File: src/hdl/mcbp_pkg.sv
package mcbp_pkg;

  localparam logic [7:0] CHAR_HASH    = 8'h23;
  localparam logic [7:0] CHAR_COMMA   = 8'h2C;
  localparam logic [7:0] CHAR_SKIP    = 8'hFF;
  localparam logic [7:0] CHAR_SEND    = 8'h53;
  localparam logic [7:0] CHAR_TERM    = 8'h54;
  localparam logic [7:0] CHAR_NORMAL  = 8'h4E;
  localparam logic [7:0] LETTER_RESET = 8'h7A;

  localparam logic KIND_COMMAND = 1'b0;
  localparam logic KIND_PAYLOAD = 1'b1;

  typedef struct packed {
    logic        kind;
    logic [7:0]  cmd_letter;
    logic [31:0] cmd_address;
    logic [31:0] cmd_value;
    logic [7:0]  payload_byte;
    logic [31:0] payload_offset;
    logic        last;
    logic        terminal_mode;
  } result_t;

endpackage

File: src/hdl/mcbp_parser.sv
module mcbp_parser (
  input  logic             clk,
  input  logic             rst,
  input  logic             take,
  input  logic [7:0]       rx_byte,
  output logic             res_valid,
  output mcbp_pkg::result_t res
);
  import mcbp_pkg::*;

  logic [7:0]  letter_reg;
  logic [31:0] number_reg;
  logic [31:0] address_reg;
  logic        term_flag;
  logic [31:0] payload_left;
  logic [31:0] payload_pos;

  logic [7:0]  letter_reg_next;
  logic [31:0] number_reg_next;
  logic [31:0] address_reg_next;
  logic        term_flag_next;
  logic [31:0] payload_left_next;
  logic [31:0] payload_pos_next;

  logic        is_hex;
  logic [3:0]  hex_val;
  logic        in_payload;

  always_comb begin
    is_hex  = 1'b1;
    hex_val = 4'd0;
    if (rx_byte >= 8'h30 && rx_byte <= 8'h39) begin
      hex_val = rx_byte[3:0];
    end else if ((rx_byte >= 8'h41 && rx_byte <= 8'h46) ||
                 (rx_byte >= 8'h61 && rx_byte <= 8'h66)) begin
      hex_val = rx_byte[3:0] + 4'd9;
    end else begin
      is_hex = 1'b0;
    end
  end

  assign in_payload = (payload_left != 32'd0);

  always_comb begin
    letter_reg_next   = letter_reg;
    number_reg_next   = number_reg;
    address_reg_next  = address_reg;
    term_flag_next    = term_flag;
    payload_left_next = payload_left;
    payload_pos_next  = payload_pos;
    res_valid         = 1'b0;
    res               = '0;
    if (in_payload) begin
      res_valid           = 1'b1;
      res.kind            = KIND_PAYLOAD;
      res.payload_byte    = rx_byte;
      res.payload_offset  = payload_pos;
      res.last            = (payload_left == 32'd1);
      res.terminal_mode   = term_flag;
      payload_left_next   = payload_left - 32'd1;
      payload_pos_next    = payload_pos + 32'd1;
    end else if (rx_byte == CHAR_SKIP) begin
      res_valid = 1'b0;
    end else if (rx_byte == CHAR_HASH) begin
      if (letter_reg == CHAR_SEND) begin
        payload_left_next = number_reg;
        payload_pos_next  = 32'd0;
      end else if (letter_reg == CHAR_TERM) begin
        term_flag_next = 1'b1;
      end else if (letter_reg == CHAR_NORMAL) begin
        term_flag_next = 1'b0;
      end
      res_valid         = 1'b1;
      res.kind          = KIND_COMMAND;
      res.cmd_letter    = letter_reg;
      res.cmd_address   = address_reg;
      res.cmd_value     = number_reg;
      res.terminal_mode = term_flag_next;
      letter_reg_next   = LETTER_RESET;
      number_reg_next   = 32'd0;
    end else if (is_hex) begin
      number_reg_next = {number_reg[27:0], hex_val};
    end else if (rx_byte == CHAR_COMMA) begin
      address_reg_next = number_reg;
      number_reg_next  = 32'd0;
    end else begin
      letter_reg_next = rx_byte;
      number_reg_next = 32'd0;
    end
  end

  always_ff @(posedge clk) begin
    if (rst) begin
      letter_reg   <= LETTER_RESET;
      number_reg   <= 32'd0;
      address_reg  <= 32'd0;
      term_flag    <= 1'b0;
      payload_left <= 32'd0;
      payload_pos  <= 32'd0;
    end else if (take) begin
      letter_reg   <= letter_reg_next;
      number_reg   <= number_reg_next;
      address_reg  <= address_reg_next;
      term_flag    <= term_flag_next;
      payload_left <= payload_left_next;
      payload_pos  <= payload_pos_next;
    end
  end

endmodule

File: src/hdl/mcbp_outbuf.sv
module mcbp_outbuf (
  input  logic              clk,
  input  logic              rst,
  input  logic              push,
  input  mcbp_pkg::result_t push_data,
  output logic              full,
  output logic              out_valid,
  input  logic              out_stall,
  output mcbp_pkg::result_t out_data
);
  import mcbp_pkg::*;

  logic    skid_valid;
  result_t skid_data;
  logic    out_free;

  assign full     = skid_valid;
  assign out_free = !out_valid || !out_stall;

  always_ff @(posedge clk) begin
    if (rst) begin
      out_valid  <= 1'b0;
      skid_valid <= 1'b0;
    end else if (out_free) begin
      if (skid_valid) begin
        out_valid  <= 1'b1;
        skid_valid <= push;
      end else begin
        out_valid <= push;
      end
    end else if (push) begin
      skid_valid <= 1'b1;
    end
  end

  always_ff @(posedge clk) begin
    if (out_free) begin
      if (skid_valid) begin
        out_data <= skid_data;
        if (push) begin
          skid_data <= push_data;
        end
      end else if (push) begin
        out_data <= push_data;
      end
    end else if (push) begin
      skid_data <= push_data;
    end
  end

endmodule

File: src/hdl/monitor_command_byte_parser_core.sv
// Monitor command byte parser: one received byte is taken per transaction
// while in_stall is low, so bytes may arrive back to back. A command result
// is registered into the output buffer when its '#' byte is taken, and each
// raw byte of an S payload likewise when it is taken, with its offset and a
// last mark on the final byte. Bytes of 0xFF outside a payload and the
// digits, commas and letters of a command give no result. A two-entry
// output register lets input continue while one result waits; in_stall
// rises only when both entries are full.
module monitor_command_byte_parser_core (
  input  logic        clk,
  input  logic        rst,
  input  logic        in_valid,
  output logic        in_stall,
  input  logic [7:0]  rx_byte,
  output logic        out_valid,
  input  logic        out_stall,
  output logic        kind,
  output logic [7:0]  cmd_letter,
  output logic [31:0] cmd_address,
  output logic [31:0] cmd_value,
  output logic [7:0]  payload_byte,
  output logic [31:0] payload_offset,
  output logic        last,
  output logic        terminal_mode
);
  import mcbp_pkg::*;

  logic    take;
  logic    res_valid;
  result_t res;
  result_t out_data;
  logic    buf_full;

  assign in_stall = buf_full;
  assign take     = in_valid && !buf_full;

  mcbp_parser u_parser (
    .clk       (clk),
    .rst       (rst),
    .take      (take),
    .rx_byte   (rx_byte),
    .res_valid (res_valid),
    .res       (res)
  );

  mcbp_outbuf u_outbuf (
    .clk       (clk),
    .rst       (rst),
    .push      (take && res_valid),
    .push_data (res),
    .full      (buf_full),
    .out_valid (out_valid),
    .out_stall (out_stall),
    .out_data  (out_data)
  );

  assign kind           = out_data.kind;
  assign cmd_letter     = out_data.cmd_letter;
  assign cmd_address    = out_data.cmd_address;
  assign cmd_value      = out_data.cmd_value;
  assign payload_byte   = out_data.payload_byte;
  assign payload_offset = out_data.payload_offset;
  assign last           = out_data.last;
  assign terminal_mode  = out_data.terminal_mode;

  // The skid entry can only be occupied behind a waiting output.
  a_stall_needs_output: assert property (@(posedge clk) disable iff (rst)
    in_stall |-> out_valid)
    else $error("input stalled with no result waiting");

  // The buffer fills only while the output is held.
  a_stall_after_hold: assert property (@(posedge clk) disable iff (rst)
    $rose(in_stall) |-> $past(out_valid && out_stall))
    else $error("skid entry filled without a held output");

  a_command_fields: assert property (@(posedge clk) disable iff (rst)
    (out_valid && kind == KIND_COMMAND) |-> (payload_offset == 32'd0 && !last &&
                                             payload_byte == 8'd0))
    else $error("command result carries payload fields");

  a_payload_fields: assert property (@(posedge clk) disable iff (rst)
    (out_valid && kind == KIND_PAYLOAD) |-> (cmd_letter == 8'd0 &&
                                             cmd_address == 32'd0 &&
                                             cmd_value == 32'd0))
    else $error("payload result carries command fields");

endmodule
File: config.mk
export PLATFORM = sky130hd
export DESIGN_NAME = monitor_command_byte_parser_core
export DESIGN_NICKNAME = d
export VERILOG_FILES = /design/src/hdl/mcbp_pkg.sv /design/src/hdl/mcbp_parser.sv /design/src/hdl/mcbp_outbuf.sv /design/src/hdl/monitor_command_byte_parser_core.sv
export SDC_FILE = /design/constraint.sdc
export NUM_CORES = 1
export LEC_CHECK = 0
export BUFFER_PORTS_ARGS = -buffer_cell sky130_fd_sc_hd__buf_4
export CAP_MARGIN = 5
export CORE_UTILIZATION = 25
export DETAILED_ROUTE_END_ITERATION = 12
export GPL_TIMING_DRIVEN = 0
export PLACE_DENSITY_LB_ADDON = 0.25
export SLEW_MARGIN = 30
export SYNTH_ARGS = -nofsm -noshare
export SYNTH_HDL_FRONTEND = slang
export SYNTH_SLANG_ARGS = --single-unit
File: constraint.sdc
create_clock -name clk -period 38.7 [get_ports clk]
set_input_delay 11.61 -clock clk [delete_from_list [all_inputs] [get_ports clk]]
set_output_delay 11.61 -clock clk [all_outputs]
set_load 0.02 [all_outputs]
# --- Word-level counts from Yosys, hierarchy flattened ---
# Cells that the tools add are included.
word_totals:
  reg_bits: 369
  inputBits: 12
  output_inout_bits: 117
  elab_cells: 109
classes:
  add_sub_neg: 3
  magnitude_cmp: 6
  eq_ne: 11
  mux: 40
  n_bitwise: 4
  reduce_logical: 21
op_table:
  columns: ["op", "count"]
  rows:
  - ["$mux W115", 5]
  - ["$mux W32", 10]
  - ["$mux W72", 2]
  - ["$mux W73", 1]
  - ["$mux W41", 1]
  - ["$add A32 B1 Y32 const B", 1]
  - ["$eq A32 B1 Y1 const B", 1]
  - ["$reduce_bool A32 Y1", 1]
  - ["$sub A32 B1 Y32 const B", 1]
  - ["$eq A8 B7 Y1 const B", 3]
  - ["$mux W8", 3]
  - ["$eq A8 B6 Y1 const B", 2]
  - ["$ge A8 B7 Y1 const B", 2]
  - ["$le A8 B7 Y1 const B", 2]
  - ["$mux W1", 16]
  - ["$eq A8 B8 Y1 const B", 1]
  - ["$ge A8 B6 Y1 const B", 1]
  - ["$le A8 B6 Y1 const B", 1]
  - ["$mux W4", 2]
  - ["$reduce_and A4 Y1", 2]
  - ["$reduce_bool A2 Y1", 4]
  - ["$ne A2 B1 Y1 const B", 3]
  - ["$reduce_and A6 Y1", 1]
  - ["$logic_and A1 B1 Y1", 5]
  - ["other kinds (8)", 14]

# --- Logic depth before layout (Yosys ltp) ---
depth:
  ltp_word: 10
  mapped_depth: 10
  depth_no_buf: 9

# --- Cells and area by module ---
# From an unflattened synthesis, not the netlist that was laid out.
unflattened:
  hier_cells: 1284
  hier_area_um2: 15647.5
by_module_without_submodules:
  columns: ["module", "instances", "cells_per_inst", "area_per_inst_um2", "seq_area_each_um2"]
  rows:
  - ["mcbp_outbuf", 1, 369, 8429.3, 6946.7]
  - ["mcbp_parser", 1, 913, 7203.2, 2742.6]
  - ["monitor_command_byte_parser_core", 1, 2, 15.0, 0.0]

# --- Least setup slack after synthesis ---
# Ideal clock, no wire load.
synth_path:
  kind: "input -> register"
  from: "input rx_byte[7]"
  to: "register u_outbuf.skid_data[0] (netlist name), enable pin"
  setup_time_ps: 760
  arrival_ps: 20495
  required_time_ps: 37940
  path_slack_ps: 17445
  cell_stages: 3
  n_path_buf: 0
  cell_sequence: "nor4b_2 > nand3_1 > a211oi_1"
synth_rtl:
  columns: ["element", "line_no", "source"]
  rows:
  - ["from (decl)", "monitor_command_byte_parser_core.sv:14", "input logic [7:0] rx_byte,"]
  - ["to (signal assigned)", "mcbp_outbuf.sv:41", "skid_data <= push_data;"]
  - ["to (signal assigned)", "mcbp_outbuf.sv:47", "skid_data <= push_data;"]
  - ["to (decl)", "mcbp_outbuf.sv:14", "result_t skid_data;"]

# --- Final worst setup path ---
layout_path:
  from: "input rx_byte[7]"
  to: "register u_parser.payload_left[21]"
layout_between:
  elab_chain_len: 3
  elab_cells_between_ends: 5
  classes_between: "eq/ne: 3; reduce/logical: 2"
layout_rtl:
  columns: ["element", "line_no", "source"]
  rows:
  - ["$eq A8 B8 Y1 / $eq A8 B6 Y1 (equally long branches)", "mcbp_parser.sv:62, mcbp_parser.sv:64", null]
  - ["$ne A2 B1 Y1 (no line) / $reduce_bool A2 Y1 (equally long branches)", null, null]
  - ["$reduce_and A4 Y1 (no line) *", null, null]
  - ["to (signal assigned)", "mcbp_parser.sv:105", "payload_left <= payload_left_next;"]
  - ["to (decl)", "mcbp_parser.sv:15", "logic [31:0] payload_left;"]
# Every way passes the cells marked *; elsewhere a longest branch is shown, timed or not.
# A chain may end at the register's enable or synchronous reset.

==> flow_summary.json <==
{
  "finalPower_w": 0.001668,
  "final.fill_count": 6284,
  "layout.cells.non_filler": 2353,
  "worst_path_dominant_cell_family": "simple AND/OR/NAND/NOR gates",
  "initialDrtViolationCount": 795,
  "ys_seq_elements": 369,
  "first_global_vias": 10830,
  "clockPowerShare_pct": 21.7,
  "drv_cap": 0,
  "critical_path.max_fanout": 10,
  "cellPowerDensity_nw_per_um2": 86.82,
  "finalSetupViolations": 0,
  "grt_start_max_net_pins": 24,
  "cts.path.max_buffers": 3,
  "tritoncts": "built",
  "setup.worst_path.end_class": "register",
  "cts_root_buffer": "clkbuf_16",
  "maxSlewHeadroom_pct": 34.72,
  "placeableCoreArea_sq_um": 61830,
  "cts_num_sinks": 369,
  "synthXorXnorAreaFrac_pct": 1.061,
  "rr_worst_depth": 13,
  "synthArstFlopShare_pct": 0,
  "fp.dieArea_sq_um": 63740,
  "power.net_switching_w": 0.0006950,
  "synth_commonest_cells": "230 x edfxtp_1, 139 x dfxtp_1, 114 x mux2_2",
  "swShare_pct": 41.66,
  "detailed_place.area_sq_um": 18010,
  "start_util_pct": 25.37,
  "dp_cells": 2282,
  "portBuffers": 127,
  "area_growth_syn_to_layout_pct": 22.50,
  "grtUsageTotal_pct": 13.99,
  "p_leak_nw": 7.221,
  "worstPathBufferInverterCount": 3,
  "post_synth_edffs": 230,
  "crit_required_ns": 39.19,
  "place_congestion": 0.8588,
  "worst-endpoint-arrival_ns": 15.32,
  "period_needed_ns": 14.83,
  "setup_tns_ns": 0,
  "yosys.area.top_type": "edfxtp_1",
  "diodes": 0,
  "power.share.combinational_pct": 43.3,
  "multi_input_area_sq_um": 5609,
  "count_of_different_cell_masters_after_synthesis": 64,
  "worst_hold_path_type": "register to register",
  "syn-cell-area_sq_um": 15680,
  "post_cts_buffers": 0,
  "whs_endpoint": "u_parser.letter_reg[5]$_SDFFE_PP1P_",
  "synth-compound-area-share_pct": 7.954,
  "postRouteAntennaNets": 0,
  "detailedRoute.firstPassIterationCount": 5,
  "ff2ff_setup_slack_ns": 34.31,
  "tritoncts.num_buffers": 39,
  "worst_pin_slew_ns": 0.9792,
  "mux_cell_area_share_after_synthesis_pct": 10.36,
  "routed-via-count": 10890,
  "die_width_um": 252.5,
  "global_route.overflow_total": 0,
  "remaining_drcs": 0,
  "worst_hold_startpoint": "u_parser.letter_reg[5]$_SDFFE_PP1P_",
  "synthesis.instances": 1301,
  "proportion_of_netlist_area_held_by_the_largest_area_contributor_pct": 44.04,
  "final_max_slew_viol_count": 0,
  "postSynthNetCount": 1319,
  "grt_pass1_wl_mm": 67.93,
  "finalClockSkew_ns": 0.02418,
  "critical_path.most_common_cell": "nand3_1",
  "clk-insertion-delay-late_ns": 0.57,
  "path_cells": "buf_4 > nor4b_2 > nand3_1 > nor4_1 > clkbuf_1 > buf_1 > nand3_1 > a31oi_1",
  "final_min_period_over_clock_period_pct": 38.32,
  "report.final.hold_viol_count": 0,
  "die_y_um": 252.5,
  "ff_latch_area_sq_um": 9689,
  "route.detailed.vias_per_inst": 4.628,
  "synth.most_common_cell": "edfxtp_1",
  "internal-power_w": 0.0009732,
  "worst_path_max_delay_cell": "nor4_1",
  "hold_depth": 1,
  "worstReg2RegEnd": "u_outbuf.out_data[77]$_DFFE_PP_",
  "syn-mean-instance-area_sq_um": 12.06,
  "io_pins": 129,
  "setup_repair_after_global_routing_missed_its_margin": "no",
  "p_seq_share_pct": 35.0,
  "synth_simple_gate_area_share_pct": 15.67,
  "largest_registers_ranked_by_flip_flop_count": "u_outbuf.out_data (115), u_outbuf.skid_data (115)",
  "layout.nets": 1504,
  "cts_resized": 0,
  "ir_worst_vdd_mv": 0.03248,
  "post_cts_hold_buffer_count": 0,
  "clk_pin_slew_worst_setup_hold_paths_ns": 0.06,
  "yosys-top-cells-area": "edfxtp_1 44%, dfxtp_1 18%, mux2_2 8.2%",
  "dominant_combinational_cell_family_by_area_after_synthesis": "simple AND/OR/NAND/NOR gates",
  "totalWireLength_mm": 45.03,
  "hpwlAfterDp_mm": 32.20,
  "post-route-cell-area_sq_um": 19210,
  "post_drt_wl_per_cell_um": 19.14,
  "achievable-frequency_ghz": 0.06744,
  "seq_area_frac_synth_pct": 61.78,
  "ys_dominant_reg_cell": "edfxtp_1",
  "run_status": "finished clean",
  "yosysWarningCount": 0,
  "crit_path_max_incr_delay_ns": 1.00,
  "synthAdderAreaFrac_pct": 0.4787,
  "cp-start-kind": "input port",
  "fp-row-count": 91,
  "antenna_found_initial": 0,
  "final_layout_size_suffix_gt1_share_pct": 23.28,
  "critical_path.reg2reg.startpoint": "u_parser.payload_left[0]$_SDFFE_PP0P_",
  "worst-setup-path-type": "input port to register",
  "clock_tree.htree_level_count": 2
}
## placed cells by master, fill, tap and decap left out, types with 16 or more instances in the layout
cell type and instances:
and3_1 78, xnor2_1 16, nand3_1 48, clkbuf_1 79
a21oi_1 81, clkbuf_16 40, nor3_1 26, mux2_2 114
o21ai_0 35, nand4_1 17, dfxtp_1 139, mux2i_1 34
edfxtp_1 230, and2_1 42, nand2_1 65, nor2_1 96
o31ai_1 16, buf_4 129
## per-stage QoR
stage          hold WS, ns  util (%)  setup WS [ns]
3_3_place_gp        0.4642     28.60          12.05
3_5_place_dp        0.4651     29.12          23.31
2_1_floorplan       0.4424         -          17.45
6_report            0.4748     31.08          23.87
4_1_cts             0.4793     31.08          23.91
5_1_grt             0.5056     31.08          23.72
## cell families (layout without fill, tap and decap cells)
logic type	count (synthesis)	after routing
and+or+nand+nor	453	453
DFF	369	369
muxes	148	148
adders and majority gates	6	6
AOI/OAI and AO/OA	202	202
xor gates and xnor gates	19	19
buffers and inverters	104	319
## worst register-to-register path, delay by kind of cell (launching register included)
kind,cells,cell delay [ns]
compound gates,2,0.52
fa+ha+maj,1,0.22
buf+inv,6,1.34
flops,1,0.38
simple gates,4,1.69
## routing by layer
metal / up-vias / GRT usage (%) / wire (um)
li1: 5236 / - / -
met1: 5359 / 18.46 / 20360
met2: 224 / 22.99 / 21440
met3: 71 / 1.998 / 1676
met4: 0 / 5.593 / 1559
met5: - / 0 / 0
## power by group through the flow
stage          logic [W]  registers [W]  clock network [W]
2_1_floorplan   0.000353       0.000675                  0
3_3_place_gp    0.000684       0.000631                  0
3_5_place_dp    0.000724       0.000594                  0
4_1_cts         0.000727       0.000586           0.000373
5_1_grt         0.000780       0.000595           0.000386
6_report        0.000723       0.000584           0.000361
## layout make-up
cell class / count / area share [%]
sequential: 369 / 50.43
multi-input combinational: 828 / 29.19
timing repair buffer: 144 / 6.434
clock buffer: 50 / 5.509
tap: 837 / 5.451
buffer: 90 / 1.934
clock inverter: 21 / 0.7749
inverter: 14 / 0.2735
## how the worst max path moves through the flow
| stage | cells past startpoint | slack [ns] | start | to |
|---|---|---|---|---|
| floorplan | 3 | 17.45 | rx_byte[7] | u_outbuf.skid_data[0]$_DFFE_PP_ |
| global placement | 4 | 12.05 | rx_byte[7] | u_outbuf.skid_data[45]$_DFFE_PP_ |
| detailed placement | 8 | 23.31 | rx_byte[7] | u_parser.payload_left[21]$_SDFFE_PP0P_ |
| CTS | 8 | 23.91 | rx_byte[7] | u_parser.payload_left[21]$_SDFFE_PP0P_ |
| finish | 8 | 23.87 | rx_byte[7] | u_parser.payload_left[21]$_SDFFE_PP0P_ |
| global route | 8 | 23.72 | rx_byte[7] | u_parser.payload_left[21]$_SDFFE_PP0P_ |
Note: power is estimated with default switching activity, not from simulation.
